### src/rtl/fcull_pkg.sv
// Shared constants, types and status groups of the frustum box culling block.
`default_nettype none
package fcull_pkg;

	localparam int COEF_BITS   = 24;
	localparam int COORD_BITS  = 24;
	localparam int NUM_PLANES  = 6;
	localparam int NUM_AXES    = 3;
	localparam int NUM_COMP    = 4;
	localparam int COL_BITS    = 2;
	localparam int STORE_BITS  = COEF_BITS + 1;
	localparam int PROD_BITS   = STORE_BITS + COORD_BITS;
	localparam int SUM_BITS    = PROD_BITS + 2;
	localparam int QUEUE_DEPTH = 4;
	localparam int QPTR_BITS   = $clog2(QUEUE_DEPTH);
	localparam int QCNT_BITS   = $clog2(QUEUE_DEPTH + 1);

	typedef enum logic {
		CMD_LOAD = 1'b0,
		CMD_TEST = 1'b1
	} cmd_t;

	typedef logic signed [COEF_BITS-1:0]  elem_t;
	typedef logic signed [STORE_BITS-1:0] coef_t;
	typedef logic signed [COORD_BITS-1:0] coord_t;

	typedef struct packed {
		cmd_t                           cmd;
		logic [COL_BITS-1:0]            col;
		coef_t  [NUM_PLANES-1:0]        comp;
		coord_t [NUM_AXES-1:0]          lo;
		coord_t [NUM_AXES-1:0]          hi;
	} item_t;

	typedef struct packed {
		logic [QCNT_BITS-1:0] count;
		logic                 full;
		logic                 empty;
	} q_status_t;

	typedef struct packed {
		logic pop;
		logic pop_test;
		logic valid_s1;
	} bk_status_t;

endpackage
`default_nettype wire

### src/rtl/fcull_queue.sv
// Short register queue that decouples the front end from the back end.
`default_nettype none
module fcull_queue (
	input  wire logic               clk,
	input  wire logic               arst_n,
	input  wire logic               push,
	input  wire fcull_pkg::item_t   item_in,
	input  wire logic               pop,
	output fcull_pkg::item_t        item_out,
	output fcull_pkg::q_status_t    q_st
);
	import fcull_pkg::*;

	item_t                mem_q [QUEUE_DEPTH];
	logic [QPTR_BITS-1:0] wr_ptr_q;
	logic [QPTR_BITS-1:0] rd_ptr_q;
	logic [QCNT_BITS-1:0] count_q;

	assign item_out   = mem_q[rd_ptr_q];
	assign q_st.count = count_q;
	assign q_st.full  = (count_q == QCNT_BITS'(QUEUE_DEPTH));
	assign q_st.empty = (count_q == '0);

	always_ff @(posedge clk or negedge arst_n) begin
		if (!arst_n) begin
			wr_ptr_q <= '0;
			rd_ptr_q <= '0;
			count_q  <= '0;
		end else begin
			if (push) begin
				wr_ptr_q <= (wr_ptr_q == QPTR_BITS'(QUEUE_DEPTH - 1)) ? '0 : wr_ptr_q + 1'b1;
			end
			if (pop) begin
				rd_ptr_q <= (rd_ptr_q == QPTR_BITS'(QUEUE_DEPTH - 1)) ? '0 : rd_ptr_q + 1'b1;
			end
			count_q <= count_q + QCNT_BITS'(push) - QCNT_BITS'(pop);
		end
	end

	always_ff @(posedge clk) begin
		if (push) begin
			mem_q[wr_ptr_q] <= item_in;
		end
	end

endmodule
`default_nettype wire

### config.mk
export PLATFORM = sky130hd
export DESIGN_NAME = fcull_queue
export DESIGN_NICKNAME = d
export VERILOG_FILES = /design/src/rtl/fcull_pkg.sv /design/src/rtl/fcull_queue.sv
export SDC_FILE = /design/constraint.sdc
export NUM_CORES = 1
export LEC_CHECK = 0
export BUFFER_PORTS_ARGS = -buffer_cell sky130_fd_sc_hd__buf_4
export CAP_MARGIN = 20
export CORE_MARGIN = 10
export CORE_UTILIZATION = 57
export DETAILED_ROUTE_END_ITERATION = 10
export HOLD_SLACK_MARGIN = 0.02
export PLACE_DENSITY = 0.9
export SLEW_MARGIN = 40
export SYNTH_ARGS = -nofsm -noshare
export SYNTH_HDL_FRONTEND = slang
export SYNTH_SLANG_ARGS = --single-unit
### constraint.sdc
create_clock -name clk -period 11.3 [get_ports clk]
set_input_delay 2.26 -clock clk [delete_from_list [all_inputs] [get_ports clk]]
set_output_delay 2.26 -clock clk [all_outputs]
set_load 0.02 [all_outputs]
* Word-level counts from Yosys, hierarchy flattened *
Memories as Yosys holds them, arrays and structs flattened.
Cells that the tools add are included.

storage, ports and cells
  register bits = 7
  bits in latches = 0
  RAM bits = 1188
  memory bits (read-only) = 0
  input bits = 301
  output and inout bits = 302
  logic and storage cells = 16
  memories kept = 1

memory list
  name   depth  bits a word  rd ports  clocked after Yosys merged registers in  wr ports  RTL line           source
  mem_q  4      297          1         0                                        1         fcull_queue.sv:14  item_t mem_q [QUEUE_DEPTH];

operators by class
  add/subtract/negate cells = 4
  multiply operators = 0
  divide/modulo/power cells = 0
  $lt $le $gt $ge = 0
  eq/ne operators = 3
  shift-type cells = 0
  multiplexer cells = 4
  bitwise gates (word level) = 0
  reduce and logical (&&, ||, !) cells = 1

operators by type and width
  operator               number
  $add A2 B1 Y2 const B  2
  $eq A2 B2 Y1 const B   2
  $mux W2                2
  $add A3 B1 Y3          1
  $eq A3 B3 Y1 const B   1
  $logic_not A3 Y1       1
  $sub A3 B1 Y3          1
  $mux W1                2

* Depth between registers and ports, before layout *
  word-level depth = 2
  depth in mapped cells = 7
  depth with buffers taken out = 7

* Worst setup path after synthesis *
Ideal clock, no wire load.

  kind = input to register
  start point = in push
  end point = mem mem_q[0][0] (netlist bit) (enable)
  setup time = 695 ps
  arrival time = 8960 ps
  data required time = 10605 ps
  path slack = 1645 ps
  stages = 1
  buffers on the path = 0
  cells stage by stage = and2_1

between the ends
  word-level cells in the longest chain between the ends = 2

RTL lines
  item                           RTL line           source
  from (decl)                    fcull_queue.sv:6   input wire logic push,
  $mux W1                        fcull_queue.sv:41  if (push) begin
  $mux W1 (not written as such)  fcull_queue.sv:42  mem_q[wr_ptr_q] <= item_in;
  to (decl)                      fcull_queue.sv:14

No other way between the ends.

==> impl_metrics.json <==
{
  "status": "finished clean",
  "leakagePower_nw": 17.92,
  "multi_input_area_sq_um": 6909,
  "yosys.area.top_type": "edfxtp_1",
  "fin_worst_skew_ns": 0.06040,
  "cp.arrival_ns": 3.77,
  "ys.warnings.count": 0,
  "slew_violations": 0,
  "die-width_um": 295.3,
  "fin_util": 0.7057,
  "synthCells": 1587,
  "synth.cell_area_sq_um": 43200,
  "dr.first_iter.drc_count": 2049,
  "cts_tree": "done",
  "yosysUniqueCellTypes": 20,
  "setup.worst_path.class": "register to output pin",
  "async_reset_ff_frac": 0.005858,
  "period_needed_ns": 6.034,
  "cts_resized": 0,
  "nFillCells": 4012,
  "finalHoldViolations": 0,
  "gr-total-overflow": 0,
  "netlist.area_leader.share": 0.8258,
  "hold-worst-slack_ns": 0.6373,
  "cp.required_ns": 9.04,
  "avgSynthCellArea_sq_um": 27.22,
  "synthTopCellsByArea": "edfxtp_1 (83%), mux4_2 (15%), buf_2 (0.42%)",
  "vias": 20410,
  "synth_flop_cell": "edfxtp_1",
  "pre_cts_slack_ns": 5.868,
  "initial_core_util": 0.5774,
  "core_area_sq_um": 74820,
  "h-tree-depth": 3,
  "cts_hold_buf": 0,
  "wl_per_cell_um": 31.97,
  "min_path_type": "register to register",
  "ant_nets": 0,
  "routabilityCongestion": 0.8251,
  "setup_viol": 0,
  "remaining_drc_errors": 0,
  "rows": 100,
  "rsz0062_at_grt": "false",
  "synth_common_cells": "edfxtp_1 (1188), mux4_2 (297), buf_2 (36)",
  "grt_pass1_vias": 21771,
  "max_slew.worst_pin.slew_ns": 0.7920,
  "power_density_nw_per_um2": 275.1,
  "dp_hpwl_um": 66580,
  "antenna_found_initial": 25,
  "max_freq_mhz": 165.7,
  "period_share": 0.5340,
  "root_buffer": "clkbuf_16",
  "start_kind": "register",
  "grt_pass1_wl_um": 154000,
  "die_height_um": 295.3,
  "insertion_delay_ns": 0.68,
  "area_growth_pct": 22.22,
  "viasPerCell": 6.109,
  "cts.sinks": 1195,
  "synth-edff-count": 1188,
  "critPathMaxFanout": 68,
  "wl_um": 106800,
  "synth_most_common_cell": "edfxtp_1",
  "ios": 603,
  "portBuffers": 602,
  "clockBufferDepth": 3,
  "slew_headroom": 0.4720,
  "layout.area.seq_sq_um": 35860,
  "tns_ns": 0,
  "ir_worst_vdd_v": 0.0003006,
  "synth_nets": 1896,
  "clk_pin_slew_ns": 0.06,
  "postCtsSetupBuffers": 0,
  "drive_gt1_frac": 0.4654,
  "gr-usage-all-layers": 0.2433,
  "die-area_sq_um": 87200,
  "dr.pass1.iters": 5,
  "crit_path_end_kind": "output pin",
  "ys_ff_latch": 1195,
  "cts_buffers": 111,
  "cap_violations": 0,
  "finalNetCount": 2575,
  "grt_max_degree": 153,
  "ys_seq_area_frac": 0.8299,
  "setup_ws_ns": 5.266
}
-- metal layers --
| layer | vias to the layer above | part of all wire | wire [um] | track usage |
|---|---|---|---|---|
| li1 | 8295 | - | - | - |
| met1 | 10625 | 0.32 | 34440 | 0.2797 |
| met2 | 1240 | 0.54 | 57450 | 0.4206 |
| met3 | 238 | 0.092 | 9867 | 0.06556 |
| met4 | 12 | 0.047 | 4973 | 0.1183 |
| met5 | - | 0.00074 | 79 | 0 |
-- cells in the final DEF, fill, tap and decap left out, types with 8 or more instances in the layout --
master / count
edfxtp_1: 1188
buf_4: 605
mux4_2: 297
clkbuf_16: 113
clkinv_1: 24
diode_2: 19
clkbuf_1: 19
clkinv_2: 18
bufinv_16: 11
buf_16: 10
buf_12: 9
buf_6: 8
-- power by group --
group	switching, mW	internal (mW)
Sequential	0.250	5.68
Combinational	2.79	2.11
Clock	1.58	2.12
-- final timing paths --
check                                             start                       to  slack [ns]  depth (start not counted)
worst min-delay path            wr_ptr_q[0]$_DFFE_PN0P_  wr_ptr_q[0]$_DFFE_PN0P_        0.64                          2
worst max register to register  wr_ptr_q[0]$_DFFE_PN0P_  mem_q[0][175]$_DFFE_PP_        8.53                          6
worst min register to register  wr_ptr_q[0]$_DFFE_PN0P_  wr_ptr_q[0]$_DFFE_PN0P_        0.64                          2
min in group asynchronous                        arst_n  wr_ptr_q[0]$_DFFE_PN0P_        1.38                          1
max in group asynchronous                        arst_n     count_q[2]$_DFF_PN0_        9.77                          1
worst max-delay path            rd_ptr_q[0]$_DFFE_PN0P_            item_out[214]        5.27                          6
-- cells by family after synthesis --
kind of cell / after synthesis / share of synthesized area
flops: 1195 / 0.8299
mux: 299 / 0.1554
buf+inv: 72 / 0.01043
simple gates: 9 / 0.001216
fa+ha+maj: 8 / 0.002491
compound gates: 2 / 0.0002317
xor+xnor: 2 / 0.0004056
-- flip-flops by register name, summed over array words and instances (netlist names) --
signal    cells
count_q       3
rd_ptr_q      2
wr_ptr_q      2
mem_q      1188
-- per-stage QoR --
stage / instance area, sq um / total power [mW] / std cells
after global placement: 48740 / 10.62 / 3110
after CTS: 52720 / 14.64 / 3321
after global routing: 52800 / 15.00 / 3341
final: 52800 / 14.52 / 3341
after detailed placement: 49060 / 10.87 / 3121
after floorplan: 43200 / 9.066 / 1587
-- cell type report --
| cell class | count | share of cell area |
|---|---|---|
| sequential | 1195 | 0.6791 |
| clock buffer | 137 | 0.05621 |
| inverter | 6 | 0.0004266 |
| timing repair buffer | 632 | 0.09636 |
| antenna | 19 | 0.0009005 |
| clock inverter | 63 | 0.01315 |
| multi-input combinational | 320 | 0.1309 |
| tap | 969 | 0.02296 |
-- critical path, stage by stage, from the launching register on --
cell,delay (ns)
dfrtp_4,0.57
buf_12,0.23
buf_4,0.51
buf_12,0.39
buf_16,0.39
mux4_2,0.62
buf_4,0.18
Power figures use the tool's default switching activity.
