<file path="src/rtl/fcull_pkg.sv">
// Shared constants, types and status groups of the frustum box culling block.
`default_nettype none
package fcull_pkg;

	localparam int COEF_BITS   = 24;
	localparam int COORD_BITS  = 24;
	localparam int NUM_PLANES  = 6;
	localparam int NUM_AXES    = 3;
	localparam int NUM_COMP    = 4;
	localparam int COL_BITS    = 2;
	localparam int STORE_BITS  = COEF_BITS + 1;
	localparam int PROD_BITS   = STORE_BITS + COORD_BITS;
	localparam int SUM_BITS    = PROD_BITS + 2;
	localparam int QUEUE_DEPTH = 4;
	localparam int QPTR_BITS   = $clog2(QUEUE_DEPTH);
	localparam int QCNT_BITS   = $clog2(QUEUE_DEPTH + 1);

	typedef enum logic {
		CMD_LOAD = 1'b0,
		CMD_TEST = 1'b1
	} cmd_t;

	typedef logic signed [COEF_BITS-1:0]  elem_t;
	typedef logic signed [STORE_BITS-1:0] coef_t;
	typedef logic signed [COORD_BITS-1:0] coord_t;

	typedef struct packed {
		cmd_t                           cmd;
		logic [COL_BITS-1:0]            col;
		coef_t  [NUM_PLANES-1:0]        comp;
		coord_t [NUM_AXES-1:0]          lo;
		coord_t [NUM_AXES-1:0]          hi;
	} item_t;

	typedef struct packed {
		logic [QCNT_BITS-1:0] count;
		logic                 full;
		logic                 empty;
	} q_status_t;

	typedef struct packed {
		logic pop;
		logic pop_test;
		logic valid_s1;
	} bk_status_t;

endpackage
`default_nettype wire

</file>
<file path="src/rtl/fcull_front.sv">
// Front end: accept transactions, decode the command and form plane components of a load.
`default_nettype none
module fcull_front (
	input  wire logic               in_valid,
	output logic                    in_stall,
	input  wire logic               command,
	input  wire logic [1:0]         column_index,
	input  wire fcull_pkg::elem_t   elem_r0,
	input  wire fcull_pkg::elem_t   elem_r1,
	input  wire fcull_pkg::elem_t   elem_r2,
	input  wire fcull_pkg::elem_t   elem_r3,
	input  wire fcull_pkg::coord_t  min_x,
	input  wire fcull_pkg::coord_t  min_y,
	input  wire fcull_pkg::coord_t  min_z,
	input  wire fcull_pkg::coord_t  max_x,
	input  wire fcull_pkg::coord_t  max_y,
	input  wire fcull_pkg::coord_t  max_z,
	input  wire fcull_pkg::q_status_t q_st,
	output logic                    push,
	output fcull_pkg::item_t        item
);
	import fcull_pkg::*;

	coef_t r3_ext;

	assign in_stall = q_st.full;
	assign push     = in_valid && !q_st.full;

	always_comb begin
		r3_ext   = STORE_BITS'(elem_r3);
		item.cmd = (command == 1'b1) ? CMD_TEST : CMD_LOAD;
		item.col = COL_BITS'(column_index);
		// plane pairs: row3 plus and minus rows 0, 1, 2
		item.comp[0] = r3_ext + STORE_BITS'(elem_r0);
		item.comp[1] = r3_ext - STORE_BITS'(elem_r0);
		item.comp[2] = r3_ext + STORE_BITS'(elem_r1);
		item.comp[3] = r3_ext - STORE_BITS'(elem_r1);
		item.comp[4] = r3_ext + STORE_BITS'(elem_r2);
		item.comp[5] = r3_ext - STORE_BITS'(elem_r2);
		item.lo[0]   = min_x;
		item.lo[1]   = min_y;
		item.lo[2]   = min_z;
		item.hi[0]   = max_x;
		item.hi[1]   = max_y;
		item.hi[2]   = max_z;
	end

endmodule
`default_nettype wire

</file>
<file path="config.mk">
export PLATFORM = sky130hd
export DESIGN_NAME = fcull_front
export DESIGN_NICKNAME = d
export VERILOG_FILES = /design/src/rtl/fcull_pkg.sv /design/src/rtl/fcull_front.sv
export SDC_FILE = /design/constraint.sdc
export NUM_CORES = 1
export LEC_CHECK = 0
export BUFFER_PORTS_ARGS = -buffer_cell sky130_fd_sc_hd__buf_4
export CAP_MARGIN = 30
export CORE_AREA = 5 5 211 213
export DETAILED_ROUTE_END_ITERATION = 8
export DIE_AREA = 0 0 216 218
export GPL_TIMING_DRIVEN = 0
export PLACE_DENSITY_LB_ADDON = 0.05
export SLEW_MARGIN = 30
export SYNTH_ARGS = -nofsm -noshare
export SYNTH_HDL_FRONTEND = slang
export SYNTH_SLANG_ARGS = --single-unit
</file>
<file path="constraint.sdc">
create_clock -name vclk -period 10.9
set_input_delay 3.27 -clock vclk [all_inputs]
set_output_delay 3.27 -clock vclk [all_outputs]
set_load 0.1 [all_outputs]
</file>
# Yosys cells after proc, flatten, opt, wreduce, memory -nomap -nowiden
# Cells that the tools add are included.
[classes]
addsub = 6
n_reduce_logical = 2
n_mux = 1
[ops]
columns = ["op", "count"]
rows = [
  ["24-bit by 24-bit adder with 25-bit output", 3],
  ["24-bit by 24-bit subtractor with 25-bit output", 3],
  ["1-bit logical AND", 1],
  ["1-bit logical NOT", 1],
  ["1-bit two-way mux", 1],
]
[totals]
reg_bits = 0
inputBits = 249
elab_cells = 9
out_inout_bits = 299

# Longest topological paths before layout
# Gate-level depths: netlist of the first run.
[depth]
ltp_word = 2
mapped_depth = 10
mapped_depth_nobuf = 10

# Least setup slack after synthesis of the first run
# OpenSTA, ideal clock, no wires.
[synth_path]
kind = "input to output"
from = "in elem_r3[0]"
to = "out item[191] in the netlist's numbering"
t_arrival_ps = 7972
required_time_ps = 7630
n_path_buf = 0
path_stages = 10
setup_slack_ps = -342
path_cell_list = "inv_1 ha_1 fa_1 nand2b_1 a21oi_1 o2111ai_1 a31oi_2 a21oi_2 mux2i_1 nor4b_1"
[synth_lines]
columns = ["element", "line", "source"]
rows = [
  ["start: declaration", "fcull_front.sv:11", "input wire fcull_pkg::elem_t elem_r3,"],
  ["end: declaration", "fcull_front.sv:20", "output fcull_pkg::item_t item"],
]

==> results of run 1 <==
cell usage in the layout, fill, tap and decap left out, drive strengths merged, types with 10 or more instances in the layout:
master / n
or3: 10
xor2: 20
o21ai: 47
a21oi: 136
nand2: 52
o21a: 11
nand3: 24
inv: 134
nand2b: 26
a21o: 26
a31oi: 14
ha: 144
clkbuf: 27
nor2b: 28
a211oi: 19
nand4: 13
nor3: 29
buf: 579
o21bai: 24
nor4: 13
xnor2: 96
nor2: 109
o211ai: 11
worst paths after layout:
| kind | startpoint | to | slack, ns | depth (start not counted) |
|---|---|---|---|---|
| setup / recovery | elem_r3[0] | item[164] | 1.36 | 11 |
| hold / removal | min_x[13] | item[85] | 6.87 | 2 |
critical path, stage by stage:
cell      delay, ns
buf_4          0.13
ha_1           0.22
fa_1           0.40
nor2b_1        0.17
o311a_1        0.33
o311ai_2       0.38
a31oi_1        0.28
nand2b_4       0.24
a311oi_2       0.29
xor2_1         0.22
buf_4          0.32
logic make-up (layout without fill, tap and decap cells):
kind of cell             Yosys count  count (layout)  share of synthesized area [%]
XOR/XNOR                         116             116                           11.2
adder cells (fa/ha/maj)          150             150                           21.1
AO/OA/AOI/OAI                    362             362                           27.4
other                              0               2                              0
buffers and inverters            344             741                           21.1
multiplexers                       3               3                          0.330
AND/OR/NAND/NOR                  341             341                           18.9
layout make-up:
type | count | area [um^2]
well taps | 546 | 683
inverters | 135 | 509
multi-input cells | 972 | 7190
plain buffers | 209 | 1410
repair buffers | 397 | 2980
diodes | 2 | 5.00
fillers | 4724 | 29700
routing by layer:
metal,up-vias,share of wire [%],wire (um)
met5,-,0.067,27
met4,4,1.7,694
met3,31,5.1,2070
met2,313,51,20600
met1,4706,42,17000
li1,5204,-,-
synth_stat cells, types with 20 or more instances:
library cell / count / area, um^2
o21ai_0: 40 / 200
nor2b_1: 28 / 175
o21bai_1: 24 / 180
buf_2: 24 / 120
clkbuf_1: 25 / 93.8
a21o_1: 26 / 195
buf_4: 154 / 1160
nand2_1: 52 / 195
nor2_1: 108 / 405
inv_1: 131 / 492
nand2b_1: 25 / 156
ha_1: 144 / 1800
xnor2_1: 96 / 841
nor3_1: 28 / 140
xor2_1: 20 / 175
a21oi_1: 134 / 671
nand3_1: 24 / 120
through the flow:
step,hold WS (ns),utilization [%]
3_5_place_dp,6.87,30.0
5_1_grt,6.87,30.1
3_3_place_gp,6.87,30.0
2_1_floorplan,6.75,-
6_report,6.87,30.1
4_1_cts,6.87,30.0
where the power goes:
part,internal [W],leakage [nW],total (W),switching (W)
clock network,0.0000000000246,0.0000127,0.0000000000246,0
registers,0,0,0,0
logic,0.000433,6.40,0.00194,0.00151
==> flow_metrics.py, run 1 <==
metrics = {
    "floorplan": {
        "num_rows": 76,
        "boundaryPins": 548,
        "die_width_um": 216,
        "die_area_um2": 47100,
        "floorplan.initialDensity_pct": 21.4,
        "core_area_um2": 42500,
        "die_h_um": 218,
    },
    "routing": {
        "first_pass_iters": 5,
        "wl_per_cell_um": 17.9,
        "vias": 10300,
        "drtIter0Drc": 377,
        "antenna_left": 0,
        "drt_wl_total_um": 40400,
        "drcViolationCount": 0,
        "drt-vias-per-instance": 4.54,
    },
    "final_layout": {
        "area_growth_syn_to_layout_pct": 40.5,
        "final-seq-area_um2": 0,
        "stdcell_count": 2261,
        "seq_cells": 0,
        "stdcell_area_um2": 12800,
        "fin_nets": 2114,
        "clockBufferCount": 0,
        "layout-drive-gt1-share_pct": 36.1,
    },
    "power": {
        "p_leak_nw": 6.40,
        "peakVddDrop_v": 0.0000938,
        "finalPower_w": 0.00194,
        "p_per_area_nw_per_um2": 152,
    },
    "worst_setup_path": {
        "crit_type": "in -> out",
        "critPathMaxFanout": 4,
        "cp-start-kind": "input pin",
        "cp.required_ns": 7.63,
        "endpoint_kind": "output pin",
        "worstPathArrival_ns": 6.27,
    },
    "sta": {
        "slew_headroom_pct": 47.4,
        "hold_viol": 0,
        "slew_viol_final": 0,
        "tightest_slew_ns": 0.787,
        "setup_ws_ns": 1.36,
        "post-route-min-period_ns": 9.54,
        "fin_crit_sh_pct": 87.5,
        "max_freq_ghz": 0.105,
        "tns_ns": 0,
        "rsz0062_at_grt": "no",
        "setup_viol": 0,
    },
    "global_routing": {
        "globalRouteMet2Util_pct": 29.3,
        "grtUsageMet3_pct": 1.96,
        "grt_first_pass_wirelength_um": 58900,
        "grt_pass1_vias": 10200,
        "grt_max_degree": 11,
        "grt-ovfl-total": 0,
        "gr-usage-met1_pct": 19.0,
        "antenna_found_initial": 4,
        "grt-busiest-layer": "met2",
        "grt_use_total_pct": 15.5,
    },
    "placed_design": {
        "dp_hpwl_um": 36000,
        "gp_congestion": 0.795,
        "place_area_um2": 12800,
        "portBuffers": 397,
        "dp_slack_ns": 1.35,
        "dp_cells": 2259,
    },
    "outcome": {
        "status": "finished clean",
    },
    "synthesis": {
        "yosysSeqAreaShare_pct": 0,
        "syn_inst": 1316,
        "yosys_warnings": 0,
        "syn_area_per_cell_um2": 6.91,
        "syn_area_um2": 9090,
        "synth_cell_type_count": 82,
        "syn-num-nets": 1715,
    },
    "clock_tree": {
        "cts_setup_buffers": 0,
        "ctsHoldBuffers": 0,
        "cts_resized": 0,
    },
    "run": {
        "drv_cap": 0,
    },
    "worst_hold_path": {
        "hp-class": "in -> out",
    },
}
No activity file was read; power rests on OpenSTA's default activity.
==> run 2: changes to the inputs <==
- CAP_MARGIN: 30 -> 0
- REMOVE_ABC_BUFFERS: unset -> 1
==> run 2 against run 1 <==
Against the previous run: via count down 10%; global-route usage up 12 points; critical path depth unchanged; first-iteration DRC count up 9.5%; clock-buffer cell count unchanged; worst setup slack worse by 0.041 ns; flip-flop and latch count unchanged; core utilization down 6.0 points; final cell count down 16%; routed wire length up 71%; sequential share of layout area unchanged; hold slack worse by 0.33 ns; largest power group unchanged; highest routed layer unchanged.
==> flow_metrics.py, run 2 (same netlist as run 1, synthesis figures left out) <==
metrics = {
    "placed_design": {
        "gp_congestion": 0.986,
        "portBuffers": 250,
        "dp_slack_ns": 1.34,
        "dp_hpwl_um": 64100,
    },
    "sta": {
        "setup_ws_ns": 1.32,
        "fin_crit_sh_pct": 87.9,
        "rsz0062_at_grt": "no",
        "max_freq_ghz": 0.104,
        "slew_headroom_pct": 52.3,
        "post-route-min-period_ns": 9.58,
        "slew_viol_final": 0,
        "tightest_slew_ns": 0.713,
        "setup_viol": 0,
        "hold_viol": 0,
    },
    "worst_setup_path": {
        "critPathMaxFanout": 10,
        "crit_type": "in -> out",
        "cpMostUsedCell": "buf_4",
        "endpoint_kind": "output pin",
        "cp.required_ns": 7.63,
        "cp-start-kind": "input pin",
        "crit_chain": "buf_4, inv_1, fa_1, nand2b_1, a21oi_1, o2111ai_1, a31oi_2, a21boi_1, o41ai_1, xor2_1, buf_4",
        "slowest_delay_ns": 0.46,
        "crit_slowest_cell": "fa_1",
        "worstPathArrival_ns": 6.31,
    },
    "final_layout": {
        "layout-drive-gt1-share_pct": 21.2,
        "seq_cells": 0,
        "final_common_cell": "buf_4",
        "final_cell_mix": "buf_4, ha_1, a21oi_1, inv_1, nor2_1",
        "utilization_pct": 24.1,
        "clockBufferCount": 0,
        "area_growth_syn_to_layout_pct": 12.6,
        "final-seq-area_um2": 0,
        "fillers": 4842,
        "fin_nets": 1758,
        "n_antenna_cell": 0,
    },
    "outcome": {
        "status": "finished clean",
    },
    "run": {
        "drv_cap": 0,
    },
    "global_routing": {
        "antenna_found_initial": 1,
        "grt-ovfl-total": 0,
        "grt_pass1_vias": 9309,
        "grt_max_degree": 16,
        "grt_use_total_pct": 27.5,
        "grt_first_pass_wirelength_um": 88200,
    },
    "routing": {
        "first_pass_iters": 5,
        "antenna_left": 0,
        "wl_per_cell_um": 36.2,
        "drtIter0Drc": 413,
        "drcViolationCount": 0,
        "vias": 9227,
        "drt_wl_total_um": 68900,
        "drt-vias-per-instance": 4.85,
    },
    "floorplan": {
        "die_h_um": 218,
        "boundaryPins": 548,
        "num_rows": 76,
        "die_area_um2": 47100,
        "floorplan.initialDensity_pct": 21.4,
        "die_width_um": 216,
        "core_area_um2": 42500,
    },
    "power": {
        "peakVddDrop_v": 0.0000834,
        "p_per_area_nw_per_um2": 160,
        "p_leak_nw": 4.80,
    },
    "worst_hold_path": {
        "hp-class": "in -> out",
    },
    "clock_tree": {
        "cts_setup_buffers": 0,
        "ctsHoldBuffers": 0,
        "cts_resized": 0,
    },
}
## run 2: cell types whose count changed in the layout (fill, tap and decap cells not counted)
cell and change:
buf_6 -2, o41ai_1 +1, o41ai_2 -1, clkbuf_2 -2, nor4b_1 +1, clkbuf_1 -25
buf_2 -24, buf_1 -2, diode_2 -2, nor4b_2 -1, buf_4 -301
## run 2: report_power, final
part           total (W)  switching (W)  internal, W
Combinational    0.00164        0.00127     0.000361
Clock                  0              0            0
Sequential             0              0            0
Total            0.00164        0.00127     0.000361
## run 2: critical path, delay by kind of cell
family | cells | cell delay [ns]
AO/OA/AOI/OAI | 5 | 1.49
XOR/XNOR | 1 | 0.19
adder cells (fa/ha/maj) | 1 | 0.46
buffers and inverters | 3 | 0.69
AND/OR/NAND/NOR | 1 | 0.19
## run 2: metal layers
layer	GRT usage, %	up-vias	share of wire, %
met3	29.3	40	23
li1	-	4484	-
met2	49.5	541	49
met4	7.21	6	3.5
met5	4.27	-	0.43
met1	18.7	4156	24
## run 2: area by class of cell
type                            instances  area (um^2)  share of cell area [%]
Timing Repair Buffer                  250         1880                    18.3
Multi-Input combinational cell        972         7180                    70.0
Tap cell                              546          683                    6.67
Inverter                              135          509                    4.97
## run 2: worst paths after layout
path | startpoint | end | slack, ns | depth (start not counted)
setup / recovery | elem_r3[1] | item[187] | 1.32 | 11
hold / removal | min_y[1] | item[97] | 6.54 | 0
## run 2: metrics by stage
step	setup TNS, ns	hold slack, ns	cells	power, W	cell area, um^2
3_3_place_gp	0	6.54	1903	0.00164	10200
5_1_grt	0	6.54	1903	0.00170	10200
4_1_cts	0	6.54	1903	0.00164	10200
3_5_place_dp	0	6.54	1903	0.00164	10200
6_report	0	6.54	1903	0.00164	10200
2_1_floorplan	-0.478	6.54	1107	0.00127	7680
